--- src/hw/rtl/pcfc_pkg.sv ---
// Shared types, codes and reset constants of the per-class transmit credit block.
package pcfc_pkg;

  // Widths of the configuration port and of the item fields.
  localparam int CFG_W     = 24;
  localparam int CFG_IDX_W = 3;
  localparam int CNT_OUT_W = 24;

  // Register reset values.
  localparam int SET_LIMIT_RST  = 256;
  localparam int QBASE_RST      = 64;
  localparam int SPARE_RST      = 128;
  localparam int BE_RST         = 0;

  typedef enum logic [1:0] {
    OP_TX   = 2'd0,
    OP_RX   = 2'd1,
    OP_TICK = 2'd2
  } pcfc_op_t;

  typedef enum logic [1:0] {
    ST_OK        = 2'd0,
    ST_NO_CREDIT = 2'd1,
    ST_BLOCKED   = 2'd2
  } pcfc_status_t;

  typedef enum logic [CFG_IDX_W-1:0] {
    REG_SET_LIMIT   = 3'd0,
    REG_QUEUE_BASE  = 3'd1,
    REG_SPARE       = 3'd2,
    REG_PORT_BLOCK  = 3'd3,
    REG_ADAPT_EN    = 3'd4,
    REG_SET_CHK_EN  = 3'd5,
    REG_BEST_EFFORT = 3'd6
  } pcfc_reg_t;

  // Commands from the controller to the datapath.
  typedef struct packed {
    logic load_item;
    logic div_start;
    logic lim_load;
    logic finish;
  } pcfc_cmd_t;

  // Status from the datapath to the controller.
  typedef struct packed {
    logic redist_req;
    logic n_zero;
    logic div_done;
  } pcfc_stat_t;

endpackage

--- src/hw/rtl/pcfc_in_if.sv ---
// Input item channel: opcode, queue index and multicast flag.
interface pcfc_in_if;
  logic       valid;
  logic       ready;
  logic [1:0] opcode;
  logic [1:0] priority_req;
  logic       multicast;

  modport source (output valid, output opcode, output priority_req, output multicast,
                  input ready);
  modport sink (input valid, input opcode, input priority_req, input multicast,
                output ready);
endinterface

--- src/hw/rtl/pcfc_out_if.sv ---
// Result item channel: status, timer request and credit counts.
interface pcfc_out_if;
  logic        valid;
  logic        ready;
  logic [1:0]  status;
  logic        arm_timer;
  logic [23:0] queue_count;
  logic [23:0] set_count;

  modport source (output valid, output status, output arm_timer, output queue_count,
                  output set_count, input ready);
  modport sink (input valid, input status, input arm_timer, input queue_count,
                input set_count, output ready);
endinterface

--- src/hw/rtl/pcfc_cfg_if.sv ---
// Configuration write channel: register index and write data.
interface pcfc_cfg_if;
  logic        valid;
  logic        ready;
  logic [2:0]  index;
  logic [23:0] data;

  modport source (output valid, output index, output data, input ready);
  modport sink (input valid, input index, input data, output ready);
endinterface

--- src/hw/rtl/per_class_tx_credit_flow_control.sv ---
// Top level of the per-class transmit credit flow control block.
//
//   Channel | Dir | Handshake     | Payload
//   --------+-----+---------------+---------------------------------------------
//   in_ch   | in  | valid / ready | opcode, priority_req, multicast
//   out_ch  | out | valid / ready | status, arm_timer, queue_count, set_count
//   cfg_ch  | in  | valid / ready | index (register), data
//
// An item is handled in order: it is captured, then the credit counters are
// checked and updated and the result register is loaded. A transmit or tick
// that redistributes the queue limits first runs the one bit per cycle
// divider that splits the spare credits among the in-use categories.
// Reset is synchronous and active low; all counters, limits and configuration
// registers return to their defaults at once, with no clearing pass. A stalled
// result holds the block in its update step until it is taken; the next item
// is taken while the previous result waits, and configuration writes are
// always accepted.
module per_class_tx_credit_flow_control #(
  parameter int NUM_QUEUES  = 4,
  parameter int COUNT_WIDTH = 24
) (
  input logic       clk,
  input logic       rst_n,
  pcfc_in_if.sink   in_ch,
  pcfc_out_if.source out_ch,
  pcfc_cfg_if.sink  cfg_ch
);

  pcfc_pkg::pcfc_cmd_t  cmd;
  pcfc_pkg::pcfc_stat_t stat;

  // Configuration writes never stall.
  assign cfg_ch.ready = 1'b1;

  // The controller sequences each item: capture, optional redistribution
  // through the divider, then the counter update and result hand-off.
  pcfc_ctrl u_ctrl (
    .clk       (clk),
    .rst_n     (rst_n),
    .in_valid  (in_ch.valid),
    .in_ready  (in_ch.ready),
    .out_valid (out_ch.valid),
    .out_ready (out_ch.ready),
    .stat      (stat),
    .cmd       (cmd)
  );

  // The datapath holds the registers, credit counts, limits and class masks,
  // and owns the result register that parts the two channels.
  pcfc_dp #(
    .NUM_QUEUES  (NUM_QUEUES),
    .COUNT_WIDTH (COUNT_WIDTH)
  ) u_dp (
    .clk        (clk),
    .rst_n      (rst_n),
    .cmd        (cmd),
    .stat       (stat),
    .in_opcode  (in_ch.opcode),
    .in_prio    (in_ch.priority_req),
    .in_mcast   (in_ch.multicast),
    .cfg_write  (cfg_ch.valid),
    .cfg_index  (cfg_ch.index),
    .cfg_data   (cfg_ch.data),
    .out_status (out_ch.status),
    .out_arm    (out_ch.arm_timer),
    .out_qcount (out_ch.queue_count),
    .out_scount (out_ch.set_count)
  );

endmodule

--- src/hw/rtl/pcfc_div.sv ---
// Radix-2 restoring divider that splits the spare credits among in-use categories.
module pcfc_div #(
  parameter int DW = 24,
  parameter int NW = 3
) (
  input  logic          clk,
  input  logic          rst_n,
  input  logic          start,
  input  logic [DW-1:0] dividend,
  input  logic [NW-1:0] divisor,
  output logic          done,
  output logic [DW-1:0] quotient
);

  localparam int CW = (DW > 1) ? $clog2(DW) : 1;

  logic          busy_r, busy_nxt;
  logic          done_r, done_nxt;
  logic [CW-1:0] cnt_r, cnt_nxt;
  logic [NW-1:0] rem_r, rem_nxt;
  logic [NW-1:0] dvs_r, dvs_nxt;
  logic [DW-1:0] quo_r, quo_nxt;
  logic [NW:0]   shifted;
  logic [NW:0]   diff;

  always_comb begin
    busy_nxt = busy_r;
    done_nxt = 1'b0;
    cnt_nxt  = cnt_r;
    rem_nxt  = rem_r;
    dvs_nxt  = dvs_r;
    quo_nxt  = quo_r;
    shifted  = {rem_r, quo_r[DW-1]};
    diff     = shifted - {1'b0, dvs_r};
    if (start) begin
      busy_nxt = 1'b1;
      cnt_nxt  = '0;
      rem_nxt  = '0;
      dvs_nxt  = divisor;
      quo_nxt  = dividend;
    end else if (busy_r) begin
      // The remainder stays below the divisor, so it fits back in NW bits.
      if (shifted >= {1'b0, dvs_r}) begin
        rem_nxt = diff[NW-1:0];
        quo_nxt = {quo_r[DW-2:0], 1'b1};
      end else begin
        rem_nxt = shifted[NW-1:0];
        quo_nxt = {quo_r[DW-2:0], 1'b0};
      end
      cnt_nxt = cnt_r + CW'(1);
      if (cnt_r == CW'(DW - 1)) begin
        busy_nxt = 1'b0;
        done_nxt = 1'b1;
      end
    end
  end

  always_ff @(posedge clk) begin
    if (!rst_n) begin
      busy_r <= 1'b0;
      done_r <= 1'b0;
      cnt_r  <= '0;
    end else begin
      busy_r <= busy_nxt;
      done_r <= done_nxt;
      cnt_r  <= cnt_nxt;
    end
    rem_r <= rem_nxt;
    dvs_r <= dvs_nxt;
    quo_r <= quo_nxt;
  end

  assign done     = done_r;
  assign quotient = quo_r;

endmodule

--- src/hw/rtl/pcfc_ctrl.sv ---
// Controller state machine: item intake, redistribution sequencing and result hand-off.
module pcfc_ctrl (
  input  logic                 clk,
  input  logic                 rst_n,
  input  logic                 in_valid,
  output logic                 in_ready,
  output logic                 out_valid,
  input  logic                 out_ready,
  input  pcfc_pkg::pcfc_stat_t stat,
  output pcfc_pkg::pcfc_cmd_t  cmd
);

  typedef enum logic [1:0] {
    S_IDLE,
    S_EXEC,
    S_DIV
  } state_t;

  state_t state_r, state_nxt;
  logic   out_valid_r, out_valid_nxt;

  always_comb begin
    state_nxt     = state_r;
    out_valid_nxt = out_valid_r;
    cmd           = '0;
    in_ready      = 1'b0;
    if (out_ready) begin
      out_valid_nxt = 1'b0;
    end
    unique case (state_r)
      S_IDLE: begin
        in_ready = 1'b1;
        if (in_valid) begin
          cmd.load_item = 1'b1;
          state_nxt     = S_EXEC;
        end
      end
      S_EXEC: begin
        if (stat.redist_req && !stat.n_zero) begin
          cmd.div_start = 1'b1;
          state_nxt     = S_DIV;
        end else if (!out_valid_r || out_ready) begin
          cmd.finish    = 1'b1;
          out_valid_nxt = 1'b1;
          state_nxt     = S_IDLE;
        end
      end
      S_DIV: begin
        if (stat.div_done) begin
          cmd.lim_load = 1'b1;
          state_nxt    = S_EXEC;
        end
      end
      default: state_nxt = S_IDLE;
    endcase
  end

  always_ff @(posedge clk) begin
    if (!rst_n) begin
      state_r     <= S_IDLE;
      out_valid_r <= 1'b0;
    end else begin
      state_r     <= state_nxt;
      out_valid_r <= out_valid_nxt;
    end
  end

  assign out_valid = out_valid_r;

endmodule

--- src/hw/rtl/pcfc_dp.sv ---
// Datapath: registers, credit counters, queue limits, class masks and result register.
module pcfc_dp #(
  parameter int NUM_QUEUES  = 4,
  parameter int COUNT_WIDTH = 24
) (
  input  logic                 clk,
  input  logic                 rst_n,
  input  pcfc_pkg::pcfc_cmd_t  cmd,
  output pcfc_pkg::pcfc_stat_t stat,
  input  logic [1:0]           in_opcode,
  input  logic [1:0]           in_prio,
  input  logic                 in_mcast,
  input  logic                 cfg_write,
  input  logic [pcfc_pkg::CFG_IDX_W-1:0] cfg_index,
  input  logic [pcfc_pkg::CFG_W-1:0]     cfg_data,
  output logic [1:0]           out_status,
  output logic                 out_arm,
  output logic [pcfc_pkg::CNT_OUT_W-1:0] out_qcount,
  output logic [pcfc_pkg::CNT_OUT_W-1:0] out_scount
);

  localparam int QW  = (NUM_QUEUES > 1) ? $clog2(NUM_QUEUES) : 1;
  localparam int NW  = $clog2(NUM_QUEUES + 1);
  localparam int SW  = (COUNT_WIDTH > pcfc_pkg::CFG_W) ? COUNT_WIDTH : pcfc_pkg::CFG_W;
  localparam int LW  = SW + 1;
  localparam int QCW = COUNT_WIDTH + 1;
  localparam longint CNT_MAX = (longint'(1) << COUNT_WIDTH) - 1;
  localparam int RST_BE = pcfc_pkg::BE_RST % NUM_QUEUES;
  localparam longint LIM_BASE_RST =
    (longint'(pcfc_pkg::QBASE_RST) > CNT_MAX) ? CNT_MAX : longint'(pcfc_pkg::QBASE_RST);
  localparam longint LIM_BE_SUM = longint'(pcfc_pkg::QBASE_RST) + pcfc_pkg::SPARE_RST;
  localparam longint LIM_BE_RST = (LIM_BE_SUM > CNT_MAX) ? CNT_MAX : LIM_BE_SUM;

  localparam int CW = pcfc_pkg::CFG_W;

  // Configuration registers.
  logic [CW-1:0] set_limit_r, base_r, spare_r;
  logic          blocked_r, adapt_r, set_en_r;

  // Latched item.
  logic [1:0] op_r;
  logic [1:0] prio_r;
  logic       mcast_r;

  // Credit state.
  logic [COUNT_WIDTH-1:0] queue_used_r  [NUM_QUEUES];
  logic [COUNT_WIDTH-1:0] queue_limit_r [NUM_QUEUES];
  logic [SW-1:0]          set_used_r;
  logic [NUM_QUEUES-1:0]  in_use_r;
  logic [NUM_QUEUES-1:0]  active_r;

  // Result register.
  logic [1:0]                     status_r;
  logic                           arm_r;
  logic [pcfc_pkg::CNT_OUT_W-1:0] qcount_r, scount_r;

  // Combinational terms.
  logic                   valid;
  logic [QW-1:0]          q;
  logic [NUM_QUEUES-1:0]  bit_mask;
  logic                   tx_path, adapt_tx, tick_adapt;
  logic [NUM_QUEUES-1:0]  new_in_use, new_active;
  logic [NW-1:0]          n_cnt;
  logic [COUNT_WIDTH-1:0] q_used, q_limit, q_used_new;
  logic [SW-1:0]          set_used_new;
  logic [LW-1:0]          set_p1;
  logic [QCW-1:0]         q_p1;
  logic                   set_ok, q_ok;
  logic [1:0]             status_new;
  logic                   arm_new;
  logic [CW-1:0]          share;
  logic                   div_done;
  logic [LW-1:0]          lim_sum [NUM_QUEUES];
  logic [COUNT_WIDTH-1:0] lim_new [NUM_QUEUES];

  pcfc_div #(
    .DW (CW),
    .NW (NW)
  ) u_div (
    .clk      (clk),
    .rst_n    (rst_n),
    .start    (cmd.div_start),
    .dividend (spare_r),
    .divisor  (n_cnt),
    .done     (div_done),
    .quotient (share)
  );

  always_comb begin
    valid    = ({2'b00, prio_r} < 4'(NUM_QUEUES));
    q        = valid ? QW'(prio_r) : '0;
    bit_mask = NUM_QUEUES'(1) << q;
    q_used   = queue_used_r[q];
    q_limit  = queue_limit_r[q];

    tx_path    = (op_r == pcfc_pkg::OP_TX) && valid && !blocked_r;
    adapt_tx   = tx_path && adapt_r && !mcast_r;
    tick_adapt = (op_r == pcfc_pkg::OP_TICK) && valid && adapt_r;

    if (adapt_tx) begin
      new_in_use = in_use_r | bit_mask;
      new_active = active_r | bit_mask;
    end else if (tick_adapt) begin
      new_in_use = active_r;
      new_active = '0;
    end else begin
      new_in_use = in_use_r;
      new_active = active_r;
    end

    n_cnt = '0;
    for (int i = 0; i < NUM_QUEUES; i++) begin
      n_cnt = n_cnt + NW'(new_in_use[i]);
    end

    stat.redist_req = (adapt_tx && ((in_use_r & bit_mask) == '0)) ||
                      (tick_adapt && (in_use_r != active_r));
    stat.n_zero     = (n_cnt == '0);
    stat.div_done   = div_done;

    // Base, plus the share for in-use classes, saturated at the count maximum.
    for (int i = 0; i < NUM_QUEUES; i++) begin
      lim_sum[i] = LW'(base_r) + (in_use_r[i] ? LW'(share) : '0);
      lim_new[i] = (lim_sum[i] > LW'(CNT_MAX)) ? COUNT_WIDTH'(CNT_MAX)
                                               : COUNT_WIDTH'(lim_sum[i]);
    end

    // The set count is incremented only when both the set and the queue check
    // pass, so a failed queue check leaves it unchanged.
    set_p1 = LW'(set_used_r) + LW'(1);
    q_p1   = QCW'(q_used) + QCW'(1);
    set_ok = !set_en_r || (set_p1 < LW'(set_limit_r));
    q_ok   = q_p1 < QCW'(q_limit);

    status_new   = pcfc_pkg::ST_OK;
    arm_new      = adapt_tx && (active_r == '0);
    q_used_new   = q_used;
    set_used_new = set_used_r;
    case (op_r)
      pcfc_pkg::OP_TX: begin
        if (!valid) begin
          status_new = pcfc_pkg::ST_NO_CREDIT;
        end else if (blocked_r) begin
          status_new = pcfc_pkg::ST_BLOCKED;
        end else if (set_ok && q_ok) begin
          q_used_new = q_used + COUNT_WIDTH'(1);
          if (set_en_r) begin
            set_used_new = set_used_r + SW'(1);
          end
        end else begin
          status_new = pcfc_pkg::ST_NO_CREDIT;
        end
      end
      pcfc_pkg::OP_RX: begin
        if (!valid) begin
          status_new = pcfc_pkg::ST_NO_CREDIT;
        end else begin
          if (set_en_r && (set_used_r != '0)) begin
            set_used_new = set_used_r - SW'(1);
          end
          if (q_used != '0) begin
            q_used_new = q_used - COUNT_WIDTH'(1);
          end
        end
      end
      default: begin
        if (!valid) begin
          status_new = pcfc_pkg::ST_NO_CREDIT;
        end
      end
    endcase
  end

  always_ff @(posedge clk) begin
    if (!rst_n) begin
      set_limit_r <= CW'(pcfc_pkg::SET_LIMIT_RST);
      base_r      <= CW'(pcfc_pkg::QBASE_RST);
      spare_r     <= CW'(pcfc_pkg::SPARE_RST);
      blocked_r   <= 1'b1;
      adapt_r     <= 1'b1;
      set_en_r    <= 1'b1;
      for (int i = 0; i < NUM_QUEUES; i++) begin
        queue_used_r[i]  <= '0;
        queue_limit_r[i] <= (i == RST_BE) ? COUNT_WIDTH'(LIM_BE_RST)
                                          : COUNT_WIDTH'(LIM_BASE_RST);
      end
      set_used_r <= '0;
      in_use_r   <= NUM_QUEUES'(1) << RST_BE;
      active_r   <= '0;
    end else begin
      if (cfg_write) begin
        unique case (cfg_index)
          pcfc_pkg::REG_SET_LIMIT:   set_limit_r <= cfg_data;
          pcfc_pkg::REG_QUEUE_BASE:  base_r      <= cfg_data;
          pcfc_pkg::REG_SPARE:       spare_r     <= cfg_data;
          pcfc_pkg::REG_PORT_BLOCK:  blocked_r   <= cfg_data[0];
          pcfc_pkg::REG_ADAPT_EN:    adapt_r     <= cfg_data[0];
          pcfc_pkg::REG_SET_CHK_EN:  set_en_r    <= cfg_data[0];
          // The best-effort index only shapes the reset state, and reset
          // always restores its default, so a write has nothing to steer.
          pcfc_pkg::REG_BEST_EFFORT: ;
          default: ;
        endcase
      end
      if (cmd.div_start) begin
        in_use_r <= new_in_use;
      end
      if (cmd.lim_load) begin
        for (int i = 0; i < NUM_QUEUES; i++) begin
          queue_limit_r[i] <= lim_new[i];
        end
      end
      if (cmd.finish) begin
        in_use_r   <= new_in_use;
        active_r   <= new_active;
        set_used_r <= set_used_new;
        if (valid) begin
          queue_used_r[q] <= q_used_new;
        end
      end
    end
    if (cmd.load_item) begin
      op_r    <= in_opcode;
      prio_r  <= in_prio;
      mcast_r <= in_mcast;
    end
    if (cmd.finish) begin
      status_r <= status_new;
      arm_r    <= arm_new;
      qcount_r <= valid ? pcfc_pkg::CNT_OUT_W'(q_used_new) : '0;
      scount_r <= pcfc_pkg::CNT_OUT_W'(set_used_new[COUNT_WIDTH-1:0]);
    end
  end

  assign out_status = status_r;
  assign out_arm    = arm_r;
  assign out_qcount = qcount_r;
  assign out_scount = scount_r;

endmodule

--- src/flat_wrapper.sv ---
// flat-port wrapper written by rule: the top's interface ports become plain ports
module per_class_tx_credit_flow_control_flat 
#(
  parameter int NUM_QUEUES  = 4,
  parameter int COUNT_WIDTH = 24
)
  (clk, rst_n, in_ch_valid, in_ch_opcode, in_ch_priority_req, in_ch_multicast, in_ch_ready, out_ch_valid, out_ch_status, out_ch_arm_timer, out_ch_queue_count, out_ch_set_count, out_ch_ready, cfg_ch_valid, cfg_ch_index, cfg_ch_data, cfg_ch_ready);
  pcfc_in_if in_ch_i ();
  pcfc_out_if out_ch_i ();
  pcfc_cfg_if cfg_ch_i ();
  input logic clk;
  input logic rst_n;
  input wire logic [$bits(in_ch_i.valid)-1:0] in_ch_valid;
  input wire logic [$bits(in_ch_i.opcode)-1:0] in_ch_opcode;
  input wire logic [$bits(in_ch_i.priority_req)-1:0] in_ch_priority_req;
  input wire logic [$bits(in_ch_i.multicast)-1:0] in_ch_multicast;
  output wire logic [$bits(in_ch_i.ready)-1:0] in_ch_ready;
  output wire logic [$bits(out_ch_i.valid)-1:0] out_ch_valid;
  output wire logic [$bits(out_ch_i.status)-1:0] out_ch_status;
  output wire logic [$bits(out_ch_i.arm_timer)-1:0] out_ch_arm_timer;
  output wire logic [$bits(out_ch_i.queue_count)-1:0] out_ch_queue_count;
  output wire logic [$bits(out_ch_i.set_count)-1:0] out_ch_set_count;
  input wire logic [$bits(out_ch_i.ready)-1:0] out_ch_ready;
  input wire logic [$bits(cfg_ch_i.valid)-1:0] cfg_ch_valid;
  input wire logic [$bits(cfg_ch_i.index)-1:0] cfg_ch_index;
  input wire logic [$bits(cfg_ch_i.data)-1:0] cfg_ch_data;
  output wire logic [$bits(cfg_ch_i.ready)-1:0] cfg_ch_ready;
  assign in_ch_i.valid = in_ch_valid;
  assign in_ch_i.opcode = in_ch_opcode;
  assign in_ch_i.priority_req = in_ch_priority_req;
  assign in_ch_i.multicast = in_ch_multicast;
  assign in_ch_ready = in_ch_i.ready;
  assign out_ch_valid = out_ch_i.valid;
  assign out_ch_status = out_ch_i.status;
  assign out_ch_arm_timer = out_ch_i.arm_timer;
  assign out_ch_queue_count = out_ch_i.queue_count;
  assign out_ch_set_count = out_ch_i.set_count;
  assign out_ch_i.ready = out_ch_ready;
  assign cfg_ch_i.valid = cfg_ch_valid;
  assign cfg_ch_i.index = cfg_ch_index;
  assign cfg_ch_i.data = cfg_ch_data;
  assign cfg_ch_ready = cfg_ch_i.ready;
  per_class_tx_credit_flow_control #(.NUM_QUEUES(NUM_QUEUES), .COUNT_WIDTH(COUNT_WIDTH)) u_core (.clk(clk), .rst_n(rst_n), .in_ch(in_ch_i), .out_ch(out_ch_i), .cfg_ch(cfg_ch_i));
endmodule
--- config.mk ---
export PLATFORM = sky130hd
export DESIGN_NAME = per_class_tx_credit_flow_control_flat
export DESIGN_NICKNAME = d
export VERILOG_FILES = /design/src/hw/rtl/pcfc_pkg.sv /design/src/hw/rtl/pcfc_in_if.sv /design/src/hw/rtl/pcfc_out_if.sv /design/src/hw/rtl/pcfc_cfg_if.sv /design/src/hw/rtl/per_class_tx_credit_flow_control.sv /design/src/hw/rtl/pcfc_div.sv /design/src/hw/rtl/pcfc_ctrl.sv /design/src/hw/rtl/pcfc_dp.sv /design/src/flat_wrapper.sv
export SDC_FILE = /design/constraint.sdc
export NUM_CORES = 1
export LEC_CHECK = 0
export BUFFER_PORTS_ARGS = -buffer_cell sky130_fd_sc_hd__buf_2
export CORE_ASPECT_RATIO = 1.1
export CORE_MARGIN = 10
export CORE_UTILIZATION = 25
export DETAILED_ROUTE_END_ITERATION = 8
export GPL_ROUTABILITY_DRIVEN = 0
export GPL_TIMING_DRIVEN = 0
export PLACE_DENSITY = 0.49
export RECOVER_POWER = 25
export SLEW_MARGIN = 20
export SYNTH_ARGS = -nofsm -noshare
export SYNTH_HDL_FRONTEND = slang
export SYNTH_SLANG_ARGS = --single-unit
export TNS_END_PERCENT = 5
--- constraint.sdc ---
create_clock -name clk -period 24.1 [get_ports clk]
set_input_delay 1.205 -clock clk [delete_from_list [all_inputs] [get_ports clk]]
set_output_delay 1.205 -clock clk [all_outputs]
set_load 0.03 [all_outputs]
# Yosys cells after proc, flatten, opt, wreduce, memory -nomap -nowiden
# Memories as Yosys holds them, arrays and structs flattened. A register that Yosys moved wholly into a read port is not among the register bits.
# Cells that the tools add are included.
dict set report op_classes {
  n_addsub 15
  magnitude_cmp 7
  n_eq_ne 14
  shift 1
  muxes 68
  n_bitwise 10
  reduce_logical 41
}
# operator n
set op_table {}
lappend op_table {{2-to-1 mux 24 bit} 22}
lappend op_table {{adder 24 x 24 -> 25 bit} 4}
lappend op_table {{> comparator 25 x 24 -> 1 bit, second input constant} 4}
lappend op_table {{case mux 24 bit (2 select lines)} 2}
lappend op_table {{adder 24 x 1 -> 25 bit, second input constant} 2}
lappend op_table {{less-than comparator 25 x 24 -> 1 bit} 2}
lappend op_table {{adder 24 x 1 -> 24 bit, second input constant} 2}
lappend op_table {{nonzero test 24 bit} 2}
lappend op_table {{subtractor 24 x 1 -> 24 bit, second input constant} 2}
lappend op_table {{2-to-1 mux 1 bit} 28}
lappend op_table {{2-to-1 mux 4 bit} 6}
lappend op_table {{OR reduction 24 bit} 1}
lappend op_table {{2-to-1 mux 2 bit} 8}
lappend op_table {{AND reduction 2 bit} 7}
lappend op_table {{logical AND 1 bit} 10}
lappend op_table {{logical NOT 4 bit} 2}
lappend op_table {{OR 4 bit} 2}
lappend op_table {{equality test 3 x 2 -> 1 bit, second input constant} 2}
lappend op_table {{equality test 3 bit, second input constant} 2}
lappend op_table {{logical NOT 3 bit} 2}
lappend op_table {{case mux 2 bit (3 select lines)} 1}
lappend op_table {{nonzero test 2 bit} 3}
lappend op_table {{adder 5 x 1 -> 5 bit, second input constant} 1}
lappend op_table {{equality test 5 bit, second input constant} 1}
lappend op_table {{22 further kinds} 38}
dict set report totals {
  ff_bits 203
  ram_bits 192
  input_bits 37
  out_inout_bits 54
  word_cells 183
  n_memories 2
}
# memory depth width read_ports rd_ports_with_merged_regs write_ports line_no
set memory_table {}
lappend memory_table {u_core.u_dp.queue_limit_r 4 24 1 1 4 pcfc_dp.sv:47} ;# logic [COUNT_WIDTH-1:0] queue_limit_r [NUM_QUEUES];
lappend memory_table {u_core.u_dp.queue_used_r 4 24 1 1 4 pcfc_dp.sv:46} ;# logic [COUNT_WIDTH-1:0] queue_used_r [NUM_QUEUES];

# Longest topological paths before layout
# Gate-level depths: netlist (run 1).
dict set report depth {
  depth_word 18
  mapped_depth 22
  mapped_depth_nobuf 18
}

# Hierarchy
# A second synthesis (run 1) with hierarchy kept.
dict set report unflattened {
  hier_cells 2480
  area_unflattened_um2 24577.3
}
# module n_inst cells_per_inst area_per_inst_um2 seq_area_each_um2
set modules_own_cells {}
lappend modules_own_cells {pcfc_dp 1 2341 22744.3 9629.2}
lappend modules_own_cells {pcfc_div 1 116 1645.3 1011.0}
lappend modules_own_cells {pcfc_ctrl 1 21 176.4 60.1}
lappend modules_own_cells {per_class_tx_credit_flow_control 1 2 11.3 0.0}

# Least setup slack after synthesis (run 1)
# No wires, ideal clock.
dict set report synth_path {
  path_kind {reg-to-reg}
  start {register u_core.u_ctrl.state_r[1]}
  end {memory u_core.u_dp.queue_limit_r[0][0], enable pin}
  setup_ps 683
  arrival_time_ps 7192
  required_time_ps 23417
  setup_slack_ps 16225
  stages_incl_launch_ff 3
  path_buffers 0
  synth_period_minus_slack_ps 7875
  path_cell_list {dfxtp_1 nand2_1 o21ai_0}
}
# item line_no
set synth_rtl {}
lappend synth_rtl {{from (decl)} pcfc_ctrl.sv:19} ;# state_t state_r, state_nxt;
lappend synth_rtl {{from (signal assigned)} pcfc_ctrl.sv:63} ;# state_r <= state_nxt;
lappend synth_rtl {{to (decl)} pcfc_dp.sv:47}

==> results of run 1 <==
per-stage QoR:
step | total power [mW] | hold slack, ps | cells
after floorplan | 1.085 | 431.7 | 2576
after global placement | 1.211 | 444.6 | 3955
after detailed placement | 1.212 | 446.7 | 3962
after CTS | 1.889 | 455.3 | 4043
after global routing | 1.954 | 469.0 | 4044
final | 1.867 | 453.6 | 4044
layer usage:
metal / track usage [%] / part of all wire, %
met4: 4.013 / 2.6
met3: 2.356 / 4.6
met1: 18.73 / 45
met5: 0 / 0.13
met2: 23.55 / 47
cell usage after synthesis (5+ instances only):
library cell | n | area [sq um]
a211o_1 | 8 | 70.07
a211oi_1 | 23 | 172.7
a21boi_0 | 5 | 37.54
a21o_1 | 54 | 405.4
a21oi_1 | 265 | 1326
a31oi_1 | 21 | 131.4
and2_1 | 115 | 719.4
and3_1 | 13 | 81.33
and4_1 | 13 | 113.9
buf_1 | 7 | 26.28
buf_2 | 10 | 50.05
buf_6 | 7 | 78.83
clkbuf_1 | 108 | 405.4
dfxtp_1 | 122 | 2442
edfxtp_1 | 275 | 8258
fa_1 | 6 | 120.1
ha_1 | 154 | 1927
inv_1 | 112 | 420.4
mux2i_1 | 12 | 120.1
mux4_2 | 47 | 1059
nand2_1 | 337 | 1265
nand2b_1 | 26 | 162.7
nand3_1 | 50 | 250.2
nand4_1 | 24 | 150.1
nand4b_1 | 6 | 52.55
nor2_1 | 223 | 837.1
nor2b_1 | 14 | 87.58
nor3_1 | 33 | 165.2
nor3b_1 | 5 | 37.54
nor4_1 | 14 | 87.58
o211ai_1 | 12 | 90.09
o21a_1 | 26 | 195.2
o21ai_0 | 59 | 295.3
o21ai_1 | 6 | 30.03
o21bai_1 | 6 | 45.04
o22ai_1 | 7 | 43.79
o31a_1 | 5 | 43.79
o31ai_1 | 12 | 90.09
o32ai_1 | 5 | 43.79
or2_2 | 12 | 75.07
or3_1 | 34 | 212.7
or4_1 | 8 | 60.06
xnor2_1 | 78 | 683.2
xnor2_2 | 13 | 211.5
xor2_1 | 75 | 656.9
worst reg2reg max path, delay by kind of cell (launching register included):
kind	cells	cell delay (ps)
DFF	1	420
and+or+nand+nor	9	2570
adders and majority gates	3	1110
buffers and inverters	6	2300
AOI/OAI and AO/OA	2	730
flip-flops by register name, indices dropped and copies added (netlist names), 3 cells and up, named ones only:
name                        flops
u_core.u_dp.base_r             24
u_core.u_dp.set_limit_r        24
u_core.u_dp.u_div.dvs_r         3
u_core.u_dp.u_div.quotient     24
u_core.u_dp.out_qcount         24
u_core.u_dp.in_use_r            4
u_core.u_dp.spare_r            24
u_core.u_dp.u_div.cnt_r         5
u_core.u_dp.set_used_r         24
u_core.u_dp.u_div.rem_r         3
u_core.u_dp.queue_used_r       96
u_core.u_dp.queue_limit_r      96
u_core.u_dp.out_scount         24
u_core.u_dp.active_r            4
report_power, final:
part	switching, mW	internal [mW]	total [mW]
Sequential	0.0204	0.772	0.792
Clock	0.290	0.383	0.673
Combinational	0.262	0.140	0.401
Total	0.572	1.29	1.87
area by class of cell:
class | instances | area, sq um
clock inverter | 21 | 177.7
sequential | 397 | 10700
multi-input combinational | 1930 | 13400
timing repair buffer | 95 | 484.2
antenna | 1 | 2.502
clock buffer | 60 | 1235
inverter | 114 | 427.9
fill | 10640 | 70690
buffer | 135 | 586.8
tap | 1291 | 1615
path summary, 6_finish.rpt:
| path | start | endpoint | slack, ps | cells past startpoint |
|---|---|---|---|---|
| hold / removal | u_core.u_dp.set_limit_r[23] | u_core.u_dp.set_limit_r[23] | 450 | 2 |
| setup reg to reg | u_core.u_dp.op_r[1] | u_core.u_dp.queue_used_r[1][9] | 16560 | 20 |
| setup / recovery | u_core.u_dp.op_r[1] | u_core.u_dp.queue_used_r[1][9] | 16560 | 20 |
| hold reg to reg | u_core.u_dp.set_limit_r[23] | u_core.u_dp.set_limit_r[23] | 450 | 2 |
logic make-up after synthesis:
group / synth area share (%)
and+or+nand+nor: 18.68
AOI/OAI and AO/OA: 15.14
DFF: 42.66
buffers and inverters: 4.030
xor gates and xnor gates: 6.315
adders and majority gates: 8.160
muxes: 4.998
other: 0.01495
==> metrics.md, run 1 <==
| Metric | Value |
|---|---|
| Height of the die | `352.2 um` |
| Initial antenna violation count | `12` |
| Post-Route Skew | `41.52 ps` |
| CP Capture Type | `flip-flop` |
| Setup TNS | `0 ps` |
| Clk sinks | `397` |
| CORE AREA | `99,320 sq um` |
| Max Cap Viol | `1` |
| Post-layout util | `28.83%` |
| Critical Path RT | `24,320 ps` |
| Gr usage total | `14.19%` |
| Synth Flop Type | `edfxtp_1` |
| Register area share after synthesis | `42.66%` |
| EDFF count, synth | `275` |
| Syn nets | `2,773` |
| Startpoint Class | `flip-flop` |
| CP max FO | `24` |
| CP bufs+invs | `6` |
| Boundary pin count | `91` |
| DRT Wirelength | `83,380 um` |
| Class of the tightest hold or removal check | `flip-flop to flip-flop` |
| Die width | `322.0 um` |
| Slowest stage cell, crit path | `nand2_2` |
| Power per Cell Area | `65.20 nW/um^2` |
| Syn. warnings | `0` |
| Crit Path Class | `flip-flop to flip-flop` |
| Arrival @ worst endpoint | `7760 ps` |
| CP peak stage delay | `640 ps` |
| Total die area | `113,400 sq um` |
| Global-route wire length before repair | `124,300 um` |
| Worst-path clk slew | `60 ps` |
| Initial DRC count | `1,479` |
| Async set-reset flop share out of synthesis | `0%` |
| Fin area | `28,630 sq um` |
| Slew margin rel. | `-46.14%` |
| PostCTS Resize Cnt | `0` |
| Failing checks | `capacitance limit, slew limit` |
| CTS H-tree depth | `2` |
| Crit path top cell by count | `clkbuf_1` |
| Commonest cells after routing, fill and taps aside | `nand2_1 (334), edfxtp_1 (275), a21oi_1 (265)` |
| Unrepaired setup endpoints after global routing | `no` |
| Max IR drop VDD | `0.00004631 V` |
| DP Worst Slack | `16,560 ps` |
| Worst path top cell family by delay | `simple AND/OR/NAND/NOR gates` |
| Hold buffers post-CTS | `0` |
| Worst skew pair latency | `600 ps` |
| Clock root cell | `clkbuf_16` |
| Synthesized netlist cell count | `2,576` |
| Largest net degree at the start of global routing | `34` |
| Proportion of layout cells with a drive suffix above 1 | `8.721%` |
| DR WL/cell | `20.62 um` |
| GR Overflow Total | `0` |
| Status | `finished with violations` |
| Placed Area | `27,350 sq um` |
| Layout area overhead | `14.14%` |
| Fmax | `0.1327 GHz` |
| Number of iterations in the first detailed-routing pass | `5` |
| Setup WS post-layout | `16,560 ps` |
| Antenna-violating nets left | `0` |
| CTS buffer count | `46` |
| Buffers on Ports | `88` |
| Final hold vios | `0` |
| Vias per inst | `4.875` |
| Endpoints failing setup | `0` |
| Crit-path cells | `clkbuf_1 -> or2_2 -> clkbuf_1 -> nor2_1 -> nand3b_1 -> nor2_1 -> nor2_1 -> o22ai_1 -> fa_1 -> inv_1 -> ha_1 -> ha_1 -> o32ai_1 -> nand3b_1 -> nand2b_1 -> inv_1 -> clkbuf_1 -> nand3_1 -> clkbuf_1 -> nand2_2` |
| Nets@finish | `2,916` |
| Synthesized area | `25,080 sq um` |
| Pins over their slew limit | `18` |
| Setup bufs post-CTS | `0` |
| Register bit total from synthesis | `397` |
| Via count | `19,710` |
| DRC violations left | `0` |
| HPWL Detailed | `65,410 um` |
| Final Critical Period | `7536 ps` |
| Unique masters post-synth | `109` |
| Number of global-route vias before repair | `19,170` |
| Pleak | `10.84 nW` |
| Commonest non-fill, non-tap cell in the layout | `nand2_1` |
| Initial Util | `25.26%` |
| CTS max path bufs | `3` |
| Worst Max-Slew Pin Slew | `2169 ps` |
| Avg Inst Size Synth | `9.738 sq um` |
| Rows | `121` |
| CTS tree | `done` |
| Final Cycle Share | `31.27%` |
Note: power is estimated with default switching activity, not from simulation.
==> inputs of run 2 (changes only) <==
clock period = 7.3 ns   (was 24.1 ns; I/O delays follow)
==> run 2 against run 1 <==
- the run now ends clean
- cell area grew 0.77%
- largest cell class unchanged
- register-to-register slack lost 16000 ps
- critical path depth did not move
- hold slack worse by 390 ps
==> metrics.md, run 2 (synthesis gave the netlist of run 1 again) <==
| Metric | Value |
|---|---|
| Status | `completed (was finished with violations)` |
| Slew margin rel. | `23.22% (was -46.14%)` |
| Psw | `1.920 mW (was 0.5723 mW)` |
| Commonest non-fill, non-tap cell in the layout | `nand2_1 (unchanged)` |
| Total die area | `113,400 sq um (unchanged)` |
| Final hold vios | `0 (unchanged)` |
| Crit. path cell count | `20 (unchanged)` |
| Pleak | `10.96 nW (was 10.84 nW)` |
| Proportion of layout cells with a drive suffix above 1 | `9.055% (was 8.721%)` |
| Clk pwr share | `37.2% (was 36.0%)` |
| Boundary pin count | `91 (unchanged)` |
| Worst skew pair latency | `600 ps (about the same)` |
| Commonest cells after routing, fill and taps aside | `nand2_1 (334), edfxtp_1 (275), a21oi_1 (265) (unchanged)` |
| Fmax | `0.1413 GHz (was 0.1327 GHz)` |
| Via count | `19,880 (was 19,710)` |
| CP peak stage delay | `640 ps (about the same)` |
| Post-Route Skew | `32.74 ps (was 41.52 ps)` |
| Slowest stage cell, crit path | `o32ai_1 (was nand2_2)` |
| DR WL/cell | `20.52 um (was 20.62 um)` |
| Max IR drop VDD | `0.0001193 V (was 0.00004631 V)` |
| CP max FO | `24 (unchanged)` |
| Final Critical Period | `7077 ps (was 7536 ps)` |
| DRT Wirelength | `83,140 um (was 83,380 um)` |
| Vias per inst | `4.905 (was 4.875)` |
| Die width | `322.0 um (unchanged)` |
| Crit Path Class | `flip-flop to flip-flop (unchanged)` |
| Endpoints failing setup | `0 (unchanged)` |
| Critical Path End | `u_core.u_dp.queue_used_r[2][8] (was u_core.u_dp.queue_used_r[1][9])` |
| Global-route wire length before repair | `123,700 um (was 124,300 um)` |
| Setup WS post-layout | `222.6 ps (was 16,560 ps)` |
| CTS tree | `done (unchanged)` |
| Placed Area | `27,380 sq um (was 27,350 sq um)` |
| Cell Count, Final, Fillers Out | `4,052 (was 4,044)` |
| Startpoint Class | `flip-flop (unchanged)` |
| CTS buffer count | `46 (unchanged)` |
| Int Power | `4.379 mW (was 1.294 mW)` |
| CORE AREA | `99,320 sq um (unchanged)` |
| Number of global-route vias before repair | `19,210 (was 19,170)` |
| Layout area overhead | `15.02% (was 14.14%)` |
| Largest registers | `u_core.u_dp.queue_limit_r (96), u_core.u_dp.queue_used_r (96) (unchanged)` |
| GR Overflow Total | `0 (unchanged)` |
| Rows | `121 (unchanged)` |
| Nets@finish | `2,922 (was 2,916)` |
| Height of the die | `352.2 um (unchanged)` |
| CTS H-tree depth | `2 (unchanged)` |
| Antenna-violating nets left | `0 (unchanged)` |
| Clk sinks | `397 (unchanged)` |
| Largest net degree at the start of global routing | `34 (unchanged)` |
| Final Cycle Share | `96.95% (was 31.27%)` |
| Critical Path RT | `7540 ps (was 24,320 ps)` |
| Logic pwr share | `21.3% (was 21.5%)` |
| Crit-path cells | `clkbuf_1 -> or2_2 -> clkbuf_1 -> nor2_1 -> nand3b_1 -> nor2_1 -> nor2_1 -> o22ai_1 -> fa_1 -> inv_1 -> ha_1 -> ha_1 -> o32ai_1 -> nand3b_1 -> nand2b_1 -> inv_1 -> clkbuf_2 -> nand3_1 -> clkbuf_1 -> nand2_4 (was clkbuf_1 -> or2_2 -> clkbuf_1 -> nor2_1 -> nand3b_1 -> nor2_1 -> nor2_1 -> o22ai_1 -> fa_1 -> inv_1 -> ha_1 -> ha_1 -> o32ai_1 -> nand3b_1 -> nand2b_1 -> inv_1 -> clkbuf_1 -> nand3_1 -> clkbuf_1 -> nand2_2)` |
| CP bufs+invs | `6 (unchanged)` |
| Unrepaired setup endpoints after global routing | `yes (was no)` |
| Inserted Diodes | `0 (was 1)` |
| Switching share of total power | `30.48% (was 30.66%)` |
| Placed cells | `3,963 (was 3,962)` |
| R2r worst-path depth | `20 (unchanged)` |
| Worst r2r src | `u_core.u_dp.op_r[1] (unchanged)` |
| DRC violations left | `0 (unchanged)` |
| Gr usage total | `14.16% (was 14.19%)` |
| FF-to-FF End | `u_core.u_dp.queue_used_r[2][8] (was u_core.u_dp.queue_used_r[1][9])` |
| Arrival @ worst endpoint | `7320 ps (was 7760 ps)` |
| Worst Max-Slew Pin Slew | `1152 ps (was 2169 ps)` |
| Worst-path clk slew | `60 ps (about the same)` |
| Initial antenna violation count | `7 (was 12)` |
| Power per Cell Area | `218.3 nW/um^2 (was 65.20 nW/um^2)` |
| Hold_sp | `cfg_ch_data[1] (was u_core.u_dp.set_limit_r[23])` |
| DP Worst Slack | `-267.9 ps (was 16,560 ps)` |
| Worst reg-to-reg setup slack | `220 ps (was 16,560 ps)` |
| HPWL Detailed | `65,170 um (was 65,410 um)` |
| CP startpoint | `u_core.u_dp.op_r[1] (unchanged)` |
| Buffers on Ports | `88 (unchanged)` |
| CP Capture Type | `flip-flop (unchanged)` |
| Fin area | `28,850 sq um (was 28,630 sq um)` |
| Initial DRC count | `1,511 (was 1,479)` |
| Number of iterations in the first detailed-routing pass | `6 (was 5)` |
| Max Cap Viol | `0 (was 1)` |
| Pins over their slew limit | `0 (was 18)` |
| Initial Util | `25.26% (unchanged)` |
| Class of the tightest hold or removal check | `primary input to flip-flop (was flip-flop to flip-flop)` |
| FILL cells | `10,590 (was 10,640)` |
| CTS max path bufs | `3 (unchanged)` |
| Hold slack | `65.55 ps (was 453.6 ps)` |
| Worst path top cell family by delay | `simple AND/OR/NAND/NOR gates (unchanged)` |
| Clock root cell | `clkbuf_16 (unchanged)` |
| Register share of total power | `41.5% (was 42.4%)` |
run 2: cell count changes in the layout (fill, tap and decap cells not counted), sizes merged:
cell	before	now
dlygate4sd3	0	5
buf	61	63
clkinv	17	16
bufinv	2	3
clkinvlp	1	0
clkbuf	229	231
inv	115	116
diode	1	0
run 2: layout make-up:
| cell class | instances | area (sq um) | area share (%) |
|---|---|---|---|
| buffer | 135 | 589.3 | 2.043 |
| inverter | 114 | 427.9 | 1.483 |
| tap | 1291 | 1615 | 5.599 |
| timing repair buffer | 101 | 564.3 | 1.956 |
| sequential | 397 | 10700 | 37.09 |
| clock buffer | 63 | 1309 | 4.536 |
| multi-input combinational | 1930 | 13450 | 46.60 |
| clock inverter | 21 | 200.2 | 0.6939 |
run 2: repair_timing:
action                     4_1_cts  5_1_grt
buffers inserted                 0        0
hold buffers                     5        0
hold endpoints to repair         5        0
gates resized for setup          4        2
setup endpoints to repair       48       35
pin swaps                        0        0
run 2: how the worst min path moves through the flow:
stage                                            end  cells after the start  slack [ps]
after CTS                      u_core.u_dp.base_r[1]                      3          40
after floorplan           u_core.u_dp.set_limit_r[0]                      2         430
after global routing           u_core.u_dp.base_r[1]                      3          60
after detailed placement      u_core.u_dp.spare_r[9]                      2         450
final                         u_core.u_dp.spare_r[1]                      3          70
after global placement       u_core.u_dp.spare_r[10]                      2         440
run 2: stage by stage:
stage                     total power, mW  util (%)  TNS, ps
after floorplan                     3.580         -        0
after global placement              3.996     27.33  -183220
after detailed placement            4.004     27.56   -11650
after CTS                           6.363     29.15        0
after global routing                6.582     29.05   -945.0
final                               6.300     29.05        0
run 2: per-layer routing:
| metal | up-vias | GRT usage (%) | share of wire [%] |
|---|---|---|---|
| li1 | 9589 | - | - |
| met1 | 9643 | 18.88 | 45 |
| met2 | 492 | 23.09 | 47 |
| met3 | 139 | 2.109 | 5.1 |
| met4 | 12 | 4.781 | 3.3 |
| met5 | - | 0 | 0.093 |
run 2: worst register-to-register path: cells and delay by family (launching register included):
| kind | cells | cell delay [ps] |
|---|---|---|
| AOI/OAI and AO/OA | 2 | 770 |
| and+or+nand+nor | 9 | 2250 |
| adders and majority gates | 3 | 1110 |
| buffers and inverters | 6 | 2160 |
| DFF | 1 | 420 |
run 2: power groups by stage:
| stage | registers, mW | logic, mW | clock network, mW |
|---|---|---|---|
| floorplan | 2.69 | 0.885 | 0 |
| global placement | 2.67 | 1.32 | 0 |
| detailed placement | 2.66 | 1.34 | 0 |
| CTS | 2.62 | 1.35 | 2.40 |
| global route | 2.63 | 1.47 | 2.48 |
| finish | 2.62 | 1.34 | 2.34 |
==> inputs of run 3 (changes only) <==
--- a/config.mk
+++ b/config.mk
@@ -13,4 +13,5 @@
 export GPL_ROUTABILITY_DRIVEN = 0
 export GPL_TIMING_DRIVEN = 0
+export MAX_ROUTING_LAYER = met4
 export PLACE_DENSITY = 0.49
 export RECOVER_POWER = 25
==> constraint.sdc (replaced) <==
create_clock -name clk -period 7.3 [get_ports clk]
set_input_delay 1.095 -clock clk [delete_from_list [all_inputs] [get_ports clk]]
set_output_delay 1.095 -clock clk [all_outputs]
set_load 0.03 [all_outputs]
==> run 3 against run 2 <==
- cell area decreased by 0.13%
- largest cell class unchanged
- total power about the same
- cell count about the same
- sequential power about the same
- global-route usage increased by 0.39 points
- clock-buffer cell count unchanged
- die area unchanged
- critical endpoint unchanged
==> metrics.md, run 3 (synthesis gave the netlist of run 1 again) <==
| Metric | Value |
|---|---|
| Slew margin rel. | `25.86% (was 23.22%)` |
| Worst Hold End | `u_core.u_dp.spare_r[22] (was u_core.u_dp.spare_r[1])` |
| Max Cap Viol | `0 (unchanged)` |
| Crit Path Class | `flip-flop to flip-flop (unchanged)` |
| Fmax | `0.1429 GHz (was 0.1413 GHz)` |
| Pins over their slew limit | `0 (unchanged)` |
| DRT Wirelength | `83,080 um (was 83,140 um)` |
| Number of iterations in the first detailed-routing pass | `5 (was 6)` |
| Buffers on Ports | `88 (unchanged)` |
| Class of the tightest hold or removal check | `flip-flop to flip-flop (was primary input to flip-flop)` |
| Largest registers | `u_core.u_dp.queue_limit_r (96), u_core.u_dp.queue_used_r (96) (unchanged)` |
| Initial Util | `25.26% (unchanged)` |
| GRT met2 Usage | `23.11% (was 23.09%)` |
| Hold_sp | `u_core.u_dp.spare_r[22] (was cfg_ch_data[1])` |
| Slowest stage cell, crit path | `fa_1 (was o32ai_1)` |
| Number of global-route vias before repair | `19,260 (was 19,210)` |
| Final hold vios | `0 (unchanged)` |
| Worst hold path depth | `2 (was 3)` |
| CP bufs+invs | `6 (unchanged)` |
| GR Overflow Total | `0 (unchanged)` |
| CP Capture Type | `flip-flop (unchanged)` |
| CTS buffer count | `46 (unchanged)` |
| Startpoint Class | `flip-flop (unchanged)` |
| Power per Cell Area | `218.6 nW/um^2 (was 218.3 nW/um^2)` |
| Layout area overhead | `14.87% (was 15.02%)` |
| Gr busiest metal | `met2 (unchanged)` |
| Status | `completed (unchanged)` |
| Post-Route Skew | `33.32 ps (was 32.74 ps)` |
| Endpoints failing setup | `0 (unchanged)` |
| Setup bufs post-CTS | `0 (unchanged)` |
| Global-route wire length before repair | `123,500 um (was 123,700 um)` |
| DR WL/cell | `20.50 um (was 20.52 um)` |
| CP peak stage delay | `600 ps (was 640 ps)` |
| R2r worst-path depth | `20 (unchanged)` |
| Pleak | `10.94 nW (was 10.96 nW)` |
| Crit-path cells | `clkbuf_1 -> or2_2 -> clkbuf_1 -> nor2_1 -> nand3b_1 -> nor2_1 -> nor2_1 -> o22ai_1 -> fa_1 -> inv_1 -> ha_1 -> ha_1 -> o32ai_1 -> nand3b_1 -> nand2b_1 -> inv_1 -> clkbuf_2 -> nand3_1 -> clkbuf_1 -> nand2_4 (unchanged)` |
| CP max FO | `24 (unchanged)` |
| Worst Max-Slew Pin Slew | `1112 ps (was 1152 ps)` |
| Commonest non-fill, non-tap cell in the layout | `nand2_1 (unchanged)` |
| Clk sinks | `397 (unchanged)` |
| Nets@finish | `2,917 (was 2,922)` |
| Height of the die | `352.2 um (unchanged)` |
| Worst-path clk slew | `60 ps (about the same)` |
| Final Cycle Share | `95.87% (was 96.95%)` |
| FF-to-FF End | `u_core.u_dp.queue_used_r[2][8] (unchanged)` |
| Boundary pin count | `91 (unchanged)` |
| GRT met1 Usage | `18.85% (was 18.88%)` |
| Met3 Use GR | `2.046% (was 2.109%)` |
| Post-layout util | `29.01% (was 29.05%)` |
| CTS H-tree depth | `2 (unchanged)` |
| Worst reg-to-reg setup slack | `300 ps (was 220 ps)` |
| Hold slack | `454.9 ps (was 65.55 ps)` |
| Antenna-violating nets left | `0 (unchanged)` |
| Max IR drop VDD | `0.0001195 V (was 0.0001193 V)` |
| Proportion of layout cells with a drive suffix above 1 | `9.071% (was 9.055%)` |
| Arrival @ worst endpoint | `7240 ps (was 7320 ps)` |
| CTS max path bufs | `3 (unchanged)` |
| Total die area | `113,400 sq um (unchanged)` |
| Critical Path RT | `7540 ps (about the same)` |
| Initial DRC count | `1,447 (was 1,511)` |
| Initial antenna violation count | `7 (unchanged)` |
| Final Critical Period | `6998 ps (was 7077 ps)` |
| Via count | `19,870 (was 19,880)` |
| Setup TNS | `0 ps (unchanged)` |
| CORE AREA | `99,320 sq um (unchanged)` |
| Largest net degree at the start of global routing | `34 (unchanged)` |
| Rows | `121 (unchanged)` |
| Worst r2r src | `u_core.u_dp.op_r[1] (unchanged)` |
| Commonest cells after routing, fill and taps aside | `nand2_1 (334), edfxtp_1 (275), a21oi_1 (265) (unchanged)` |
| Die width | `322.0 um (unchanged)` |
| HPWL Detailed | `65,170 um (unchanged)` |
| Vias per inst | `4.902 (was 4.905)` |
| CTS tree | `done (unchanged)` |
| Unrepaired setup endpoints after global routing | `yes (unchanged)` |
| Clock root cell | `clkbuf_16 (unchanged)` |
| DRC violations left | `0 (unchanged)` |
| Worst path top cell family by delay | `simple AND/OR/NAND/NOR gates (unchanged)` |
| Worst skew pair latency | `600 ps (about the same)` |
| Gr usage total | `14.55% (was 14.16%)` |
==> run 3: cell count changes in the layout (fill, tap and decap cells not counted), sizes merged <==
cell / previous run / this run
diode: 0 / 6
dlygate4sd3: 5 / 0
==> run 3: layout make-up <==
| cell class | instances | area, sq um |
|---|---|---|
| repair buffers | 96 | 514.2 |
| diodes | 6 | 15.01 |
| clock inverters | 21 | 200.2 |
| plain buffers | 135 | 589.3 |
| fillers | 10590 | 70500 |
| multi-input cells | 1930 | 13440 |
| inverters | 114 | 427.9 |
| flip-flops and latches | 397 | 10700 |
| clock buffers | 63 | 1309 |
| well taps | 1291 | 1615 |
==> run 3: worst max-delay path by stage <==
stage,cells after the start,startpoint,end
2_1_floorplan,20,u_core.u_dp.op_r[1],u_core.u_dp.set_used_r[1]
3_3_place_gp,18,u_core.u_dp.op_r[1],u_core.u_dp.queue_used_r[3][9]
3_5_place_dp,20,u_core.u_dp.op_r[1],u_core.u_dp.queue_used_r[1][10]
4_1_cts,19,flip-flop,u_core.u_dp.queue_used_r[2][12]
5_1_grt,20,u_core.u_dp.op_r[1],u_core.u_dp.queue_used_r[2][8]
6_report,20,u_core.u_dp.op_r[1],u_core.u_dp.queue_used_r[2][8]
==> run 3: power breakdown <==
part / internal (mW) / switching, mW / leakage, nW
Combinational: 0.464 / 0.871 / 6.43
Clock: 1.37 / 0.983 / 0.740
Sequential: 2.55 / 0.0679 / 3.76
Total: 4.38 / 1.92 / 10.9
==> run 3: layer usage <==
metal / routed length, um / part of all wire, % / vias up
met3: 3801 / 4.6 / 117
met1: 37830 / 46 / 9657
met4: 2612 / 3.1 / 0
met2: 38830 / 47 / 487
li1: - / - / 9606
met5: 0 / 0 / -
==> run 3: through the flow <==
| step | power (mW) | area [sq um] | setup WS, ps | instances |
|---|---|---|---|---|
| after floorplan | 3.580 | 25080 | 1457 | 2576 |
| after global placement | 3.996 | 27140 | -2023 | 3955 |
| after detailed placement | 4.004 | 27380 | -267.9 | 3963 |
| after CTS | 6.361 | 28900 | 88.73 | 4047 |
| after global routing | 6.579 | 28820 | -51.50 | 4053 |
| final | 6.299 | 28820 | 301.6 | 4053 |
==> run 3: worst reg2reg max path, stage by stage (launching register included) <==
cell,delay (ps)
edfxtp_1,430
clkbuf_1,520
or2_2,220
clkbuf_1,540
nor2_1,140
nand3b_1,300
nor2_1,90
nor2_1,90
o22ai_1,130
fa_1,600
inv_1,40
ha_1,190
ha_1,320
o32ai_1,550
nand3b_1,200
nand2b_1,340
inv_1,280
clkbuf_2,350
nand3_1,440
clkbuf_1,430
nand2_4,420
==> run 3: timing repair <==
| item | in CTS | in global routing |
|---|---|---|
| endpoints found under the hold margin | 0 | 0 |
| cloned | 0 | 0 |
| setup endpoints to repair | 48 | 35 |
| hold buffers | 0 | 0 |
| resized for setup | 4 | 2 |
